File: src/assert_macros.svh
// Assertion macros shared by the sorter RTL.
// Self-contained; included by files that carry concurrent assertions.
`ifndef ASSERT_MACROS_SVH
`define ASSERT_MACROS_SVH

// Same-cycle implication, disabled while reset is high.
`define OETS_ASSERT_NOW(label, clk, rst, ante, cons, msg) \
   label: assert property (@(posedge clk) disable iff (rst) (ante) |-> (cons)) \
      else $error(msg);

// Next-cycle implication, disabled while reset is high.
`define OETS_ASSERT_NEXT(label, clk, rst, ante, cons, msg) \
   label: assert property (@(posedge clk) disable iff (rst) (ante) |=> (cons)) \
      else $error(msg);

`endif

File: src/oets_pkg.sv
// Types shared by the odd-even transposition sorter.
// No dependencies; used by oets_cell and the top level.
`default_nettype none

package oets_pkg;

   localparam int VALUE_W = 32;

   typedef struct packed {
      logic signed [VALUE_W-1:0] value;
      logic                      last_in;
   } req_type;

   typedef struct packed {
      logic signed [VALUE_W-1:0] sorted_value;
      logic                      last_out;
      logic                      dropped;
   } rsp_type;

   typedef enum logic [2:0] {
      CELL_HOLD,
      CELL_LOAD,
      CELL_MIN,
      CELL_MAX,
      CELL_SHIFT_OUT
   } cell_op_type;

   typedef enum logic [1:0] {
      ST_LOAD,
      ST_SORT,
      ST_EMIT
   } state_type;

   typedef struct packed {
      logic shift_in;
      logic sort;
      logic shift_out;
   } ctrl_type;

endpackage

`default_nettype wire

File: src/odd_even_transposition_sorter_core.sv
// Odd-even transposition sorter: a row of MAX_LEN compare-exchange cells.
// Depends on oets_pkg, oets_cell and assert_macros.svh.
// Beats load while the core is idle; a list of N stored values is then sorted
// (one even or odd pair phase per cycle across the cell row) and emitted from cell 0.
// Result beats are registered; busy stays high while the list sorts and emits.
// Reset clears the FSM, count and overflow flag; stored values are left undefined.
`default_nettype none
`include "assert_macros.svh"

module odd_even_transposition_sorter_core #(
   parameter int MAX_LEN = 32
) (
   input  wire logic              clock,
   input  wire logic              reset,
   input  wire logic              start,
   output logic                   busy,
   input  wire oets_pkg::req_type req_data,
   output logic                   rsp_strobe,
   output oets_pkg::rsp_type      rsp_data
);

   localparam int CNT_W = $clog2(MAX_LEN + 1);

   oets_pkg::state_type state_ff, state_in;
   oets_pkg::ctrl_type  ctrl;
   logic [CNT_W-1:0]    count_ff;
   logic [CNT_W-1:0]    step_ff;
   logic                overflow_ff;
   logic                rsp_strobe_ff;
   oets_pkg::rsp_type   rsp_ff;
   logic                accept;
   logic                room;
   logic                last_step;

   logic signed [oets_pkg::VALUE_W-1:0] cell_value [MAX_LEN];

   assign accept    = start && !busy;
   assign room      = count_ff < CNT_W'(MAX_LEN);
   assign last_step = step_ff == (count_ff - CNT_W'(1));

   always_comb begin
      state_in = state_ff;
      unique case (state_ff)
         oets_pkg::ST_LOAD: begin
            if (accept && req_data.last_in) begin
               state_in = oets_pkg::ST_SORT;
            end
         end
         oets_pkg::ST_SORT: begin
            if (last_step) begin
               state_in = oets_pkg::ST_EMIT;
            end
         end
         oets_pkg::ST_EMIT: begin
            if (last_step) begin
               state_in = oets_pkg::ST_LOAD;
            end
         end
         default: state_in = oets_pkg::ST_LOAD;
      endcase
   end

   always_comb begin
      busy           = 1'b1;
      ctrl.shift_in  = 1'b0;
      ctrl.sort      = 1'b0;
      ctrl.shift_out = 1'b0;
      unique case (state_ff)
         oets_pkg::ST_LOAD: begin
            busy          = 1'b0;
            ctrl.shift_in = accept && room;
         end
         oets_pkg::ST_SORT: ctrl.sort      = 1'b1;
         oets_pkg::ST_EMIT: ctrl.shift_out = 1'b1;
         default:           busy           = 1'b1;
      endcase
   end

   always_ff @(posedge clock) begin
      if (reset) begin
         state_ff      <= oets_pkg::ST_LOAD;
         count_ff      <= '0;
         step_ff       <= '0;
         overflow_ff   <= 1'b0;
         rsp_strobe_ff <= 1'b0;
      end else begin
         state_ff      <= state_in;
         rsp_strobe_ff <= ctrl.shift_out;
         case (state_ff)
            oets_pkg::ST_LOAD: begin
               step_ff <= '0;
               if (accept) begin
                  if (room) begin
                     count_ff <= count_ff + CNT_W'(1);
                  end else begin
                     overflow_ff <= 1'b1;
                  end
               end
            end
            oets_pkg::ST_SORT: begin
               step_ff <= last_step ? '0 : step_ff + CNT_W'(1);
            end
            oets_pkg::ST_EMIT: begin
               step_ff <= last_step ? '0 : step_ff + CNT_W'(1);
               if (last_step) begin
                  count_ff    <= '0;
                  overflow_ff <= 1'b0;
               end
            end
            default: step_ff <= '0;
         endcase
      end
   end

   always_ff @(posedge clock) begin
      if (ctrl.shift_out) begin
         rsp_ff.sorted_value <= cell_value[0];
         rsp_ff.last_out     <= last_step;
         rsp_ff.dropped      <= overflow_ff;
      end
   end

   for (genvar i = 0; i < MAX_LEN; i++) begin : g_cell
      localparam logic [CNT_W-1:0] IDX      = CNT_W'(i);
      localparam logic [CNT_W-1:0] IDX_NEXT = CNT_W'(i + 1);
      localparam logic             PAR      = 1'(i % 2);
      localparam logic             PAR_PREV = 1'((i + 1) % 2);
      localparam logic             HAS_PREV = (i != 0);

      oets_pkg::cell_op_type               op;
      logic signed [oets_pkg::VALUE_W-1:0] prev_value;
      logic signed [oets_pkg::VALUE_W-1:0] next_value;
      logic                                pair_lo;
      logic                                pair_hi;

      if (i == 0) begin : g_first
         assign prev_value = req_data.value;
      end else begin : g_inner
         assign prev_value = cell_value[i-1];
      end

      if (i == MAX_LEN - 1) begin : g_last
         assign next_value = cell_value[i];
      end else begin : g_body
         assign next_value = cell_value[i+1];
      end

      assign pair_lo = (step_ff[0] == PAR) && (IDX_NEXT < count_ff);
      assign pair_hi = HAS_PREV && (step_ff[0] == PAR_PREV) && (IDX < count_ff);

      always_comb begin
         if (ctrl.shift_in) begin
            op = oets_pkg::CELL_LOAD;
         end else if (ctrl.sort && pair_lo) begin
            op = oets_pkg::CELL_MIN;
         end else if (ctrl.sort && pair_hi) begin
            op = oets_pkg::CELL_MAX;
         end else if (ctrl.shift_out) begin
            op = oets_pkg::CELL_SHIFT_OUT;
         end else begin
            op = oets_pkg::CELL_HOLD;
         end
      end

      oets_cell u_cell (
         .clock      (clock),
         .op         (op),
         .prev_value (prev_value),
         .next_value (next_value),
         .value      (cell_value[i])
      );
   end

   assign rsp_strobe = rsp_strobe_ff;
   assign rsp_data   = rsp_ff;

   `OETS_ASSERT_NEXT(a_emit_strobes, clock, reset, state_ff == oets_pkg::ST_EMIT, rsp_strobe, "emit cycle gave no result beat")
   `OETS_ASSERT_NOW(a_count_nonzero, clock, reset, state_ff != oets_pkg::ST_LOAD, count_ff != '0, "sorting or emitting an empty list")
   `OETS_ASSERT_NOW(a_idle_after_last, clock, reset, rsp_strobe && rsp_data.last_out, !busy, "still busy after the final result beat")

endmodule

`default_nettype wire

File: src/oets_cell.sv
// One cell of the sorting row: holds one value and trades with its neighbors.
// Depends on oets_pkg.
`default_nettype none

module oets_cell (
   input  wire logic                                   clock,
   input  wire oets_pkg::cell_op_type                  op,
   input  wire logic signed [oets_pkg::VALUE_W-1:0]    prev_value,
   input  wire logic signed [oets_pkg::VALUE_W-1:0]    next_value,
   output logic signed [oets_pkg::VALUE_W-1:0]         value
);

   logic signed [oets_pkg::VALUE_W-1:0] value_ff;
   logic signed [oets_pkg::VALUE_W-1:0] value_in;

   always_comb begin
      unique case (op)
         oets_pkg::CELL_LOAD:      value_in = prev_value;
         oets_pkg::CELL_MIN:       value_in = (value_ff > next_value) ? next_value : value_ff;
         oets_pkg::CELL_MAX:       value_in = (prev_value > value_ff) ? prev_value : value_ff;
         oets_pkg::CELL_SHIFT_OUT: value_in = next_value;
         default:                  value_in = value_ff;
      endcase
   end

   always_ff @(posedge clock) begin
      value_ff <= value_in;
   end

   assign value = value_ff;

endmodule

`default_nettype wire

File: config.mk
export PLATFORM = sky130hd
export DESIGN_NAME = odd_even_transposition_sorter_core
export DESIGN_NICKNAME = d
export VERILOG_FILES = /design/src/oets_pkg.sv /design/src/odd_even_transposition_sorter_core.sv /design/src/oets_cell.sv
export VERILOG_INCLUDE_DIRS = /design/src /design/src/src
export SDC_FILE = /design/constraint.sdc
export NUM_CORES = 2
export LEC_CHECK = 0
export CORE_MARGIN = 4
export CORE_UTILIZATION = 40
export DETAILED_ROUTE_END_ITERATION = 16
export DONT_BUFFER_PORTS = 1
export GPL_TIMING_DRIVEN = 0
export PLACE_DENSITY_LB_ADDON = 0.3
export SLEW_MARGIN = 40
export SYNTH_ARGS = -nofsm -noshare
export SYNTH_HDL_FRONTEND = slang
export SYNTH_SLANG_ARGS = --single-unit
File: constraint.sdc
create_clock -name clock -period 10 [get_ports clock]
set_clock_uncertainty 0.05 [all_clocks]
set_input_delay 2 -clock clock [delete_from_list [all_inputs] [get_ports clock]]
set_output_delay 2 -clock clock [all_outputs]
set_load 0.05 [all_outputs]
==> impl_metrics.py <==
metrics = {
    "synth": {
        "synthCells": 7228,
        "yosys.area_share.simple": 0.123,
        "ys_seq_elements": 1074,
        "synth.area.top_cells": "edfxtp_1 46%, ha_1 18%, o21ai_0 7.8%",
        "synth_seq_area_share": 0.462,
        "synth_xor_area_frac": 0.00225,
        "muxShareOfSynthArea": 0.00344,
        "synth_top_area_cell": "edfxtp_1",
        "ys.flop_type": "edfxtp_1",
        "synth-warning-count": 0,
        "synth_top_area_frac": 0.458,
        "async_flop_share": 0,
        "synth_compound_area_frac": 0.157,
        "syn_nets": 8265,
        "yosys.area_share.adder": 0.180,
        "synth_top_family_by_area": "adder cells",
        "synth_cell_types": 97,
        "syn_area_per_cell_um2": 9.60,
        "synth_edf_count": 1058,
        "netlist_area_mm2": 0.0694,
    },
    "sta": {
        "fmax_mhz": 218,
        "slew_headroom": 0.335,
        "setup_violations": 0,
        "grt_setup_unrepaired": "false",
        "tightest_slew_ns": 0.988,
        "hold_violations": 0,
        "fin_setup_tns_ns": 0,
        "period_share": 0.459,
        "fin_crit_ns": 4.59,
        "timing.final.max_slew_violations": 0,
    },
    "floorplanning": {
        "rows": 152,
        "start_util": 0.403,
        "die_h_um": 425,
        "die-area_mm2": 0.180,
        "die_w_um": 425,
        "fp.coreArea_mm2": 0.172,
        "boundaryPins": 72,
    },
    "critical_path": {
        "worst-r2r-cell-count": 14,
        "rrSetupSlack_ns": 5.41,
        "rr_startpoint": "g_cell[19].u_cell.value[31]",
        "required_ns": 10.44,
        "cpMostUsedCell": "buf_2",
        "slowest_delay_ns": 0.66,
        "worstSetupPathType": "flip-flop to flip-flop",
        "timing.rr.end": "g_cell[19].u_cell.value[7]",
        "cp_max_fo": 7,
        "cpMaxStageDelayCell": "nor4_1",
        "endpoint_kind": "flip-flop",
        "start_kind": "flip-flop",
        "cp_cell_sequence": "inv_1 > ha_1 > nand4_1 > nor4_1 > nand3_1 > nand3_1 > o21ba_2 > o41ai_1 > o211ai_1 > buf_2 > buf_2 > buf_2 > buf_2 > buf_2",
        "arrival_ns": 5.04,
    },
    "cells_and_area": {
        "drive_gt1_frac": 0.0514,
        "synthToLayoutAreaGrowth_pct": 10.8,
        "final_cell_mix": "1232 x nand2_1, 1083 x o21ai_0, 1060 x inv_1",
        "multi_input_area_mm2": 0.0328,
        "regArea_mm2": 0.0321,
        "final_common_cell": "nand2_1",
        "final_util": 0.447,
        "final_nets": 8427,
        "diodes": 0,
        "fillers": 16400,
    },
    "placement": {
        "portBuffers": 0,
        "routabilityCongestion": 0.887,
        "hpwl_mm": 150,
    },
    "clock_tree": {
        "htreeDepth": 3,
        "clock_latency_ns": 0.77,
        "cts_hold_buffers": 0,
        "root_buffer": "clkbuf_16",
        "clkSinkCount": 1074,
        "cts_tree": "done",
        "cts_buffers": 118,
        "max-clock-path-buffers": 3,
        "cts.clk_slew.worst_paths_ns": 0.06,
        "cts_resized": 0,
        "post_cts_buffers": 0,
    },
    "min_path": {
        "min_to": "g_cell[31].u_cell.value[31]",
        "holdPathStages": 0,
        "hold_start": "g_cell[30].u_cell.value[31]",
        "hp-class": "flip-flop to flip-flop",
    },
    "detailed_routing": {
        "wl_per_cell_um": 19.0,
        "drtAntennaViolNets": 0,
        "firstDrtPassIters": 6,
        "vias_per_cell": 5.54,
        "num_vias": 54300,
        "drt_wl_total_mm": 186,
        "drc": 0,
        "drt-initial-drc-count": 4530,
    },
    "job": {
        "max_cap_violations": 0,
    },
    "pwr": {
        "powerDensity_mw_per_mm2": 356,
        "ir_drop_mv": 0.162,
        "p_leak_uw": 0.0349,
    },
    "grt": {
        "grt_first_pass_wirelength_mm": 297,
        "grt_use_total": 0.202,
        "overflow": 0,
        "grt_pass1_vias": 55200,
        "antenna_found_initial": 1,
        "grt_start_max_net_pins": 36,
    },
    "outcome": {
        "outcome": "finished, final reports clean",
    },
}
-- worst max-delay path by stage --
stage,endpoint,depth (start not counted),from,slack (ns)
CTS,g_cell[19].u_cell.value[7],13,g_cell[19].u_cell.value[31],5.33
finish,g_cell[19].u_cell.value[7],14,g_cell[19].u_cell.value[31],5.41
global route,g_cell[19].u_cell.value[7],14,g_cell[19].u_cell.value[31],5.06
detailed placement,g_cell[13].u_cell.value[7],9,start,4.81
global placement,g_cell[14].u_cell.value[4],7,start,2.16
floorplan,g_cell[13].u_cell.value[0],7,start,4.19
-- report_power, final --
part / switching, uW / leakage (uW) / internal (uW)
Clock: 1900 / 0.00179 / 2340
Sequential: 2090 / 0.0104 / 8250
Combinational: 7990 / 0.0227 / 4830
Total: 12000 / 0.0349 / 15400
-- cells in the mapped netlist (9+ instances only) --
library cell / count
inv_1: 1060
ha_1: 1001
nand2b_1: 10
a21oi_1: 444
clkbuf_1: 133
a221oi_1: 26
and3_1: 10
edfxtp_1: 1058
or3_1: 10
buf_2: 65
nand2_1: 1232
mux2i_1: 16
a2111oi_0: 9
o21a_1: 21
a21boi_0: 12
and4_1: 15
a31oi_1: 12
nor4_1: 50
o31ai_1: 9
nor2_1: 106
o21ai_0: 1084
nor2b_1: 41
o211ai_1: 48
o21ai_1: 40
a211oi_1: 27
nand3b_1: 9
o31a_1: 9
nor3_1: 43
nand4_1: 227
a2111o_1: 12
dfxtp_1: 16
xor2_1: 10
nand3_1: 86
a21o_1: 99
a21oi_2: 11
-- sequential cells by signal, summed over array words and instances, names as in the netlist --
register,flops
step_ff,6
overflow_ff,1
rsp_data,34
count_ff,6
state_ff,2
g_cell.u_cell.value,1024
rsp_strobe,1
-- cells by family after synthesis --
group                    after synthesis
flip-flops                          1074
AO/OA/AOI/OAI                       1942
AND/OR/NAND/NOR                     1896
buffers and inverters               1275
multiplexers                          23
XOR/XNOR                              17
adder cells (fa/ha/maj)             1001
-- layout make-up --
cell class | count | area share
multi-input cells | 4879 | 0.426
well taps | 2310 | 0.0376
repair buffers | 42 | 0.00654
clock inverters | 73 | 0.00767
plain buffers | 214 | 0.0127
inverters | 1061 | 0.0518
flip-flops and latches | 1074 | 0.417
clock buffers | 148 | 0.0402
-- metrics by stage --
step	hold WS, ns	cell area, um2	power [uW]	instances	worst slack, ns
finish	0.439	76900	27400	9801	5.41
global route	0.460	76900	29900	9801	5.06
CTS	0.443	76800	27400	9801	5.33
detailed placement	0.422	73200	23000	9580	4.81
global placement	0.429	72300	22200	9538	2.16
floorplan	0.381	69400	18500	7228	4.19
-- per-layer routing --
layer | global-route usage | wire length (um)
met3 | 0.0257 | 9360
met4 | 0.0463 | 4140
met1 | 0.281 | 85600
met2 | 0.337 | 87100
met5 | 0 | 0
-- worst max-delay path: cells and delay by family (launching register included) --
family	cells	cell delay, ns
AO/OA/AOI/OAI	3	0.85
adder cells (fa/ha/maj)	1	0.38
buffers and inverters	6	1.09
flip-flops	1	0.40
AND/OR/NAND/NOR	4	1.52
(Power assumes the default switching activity.)
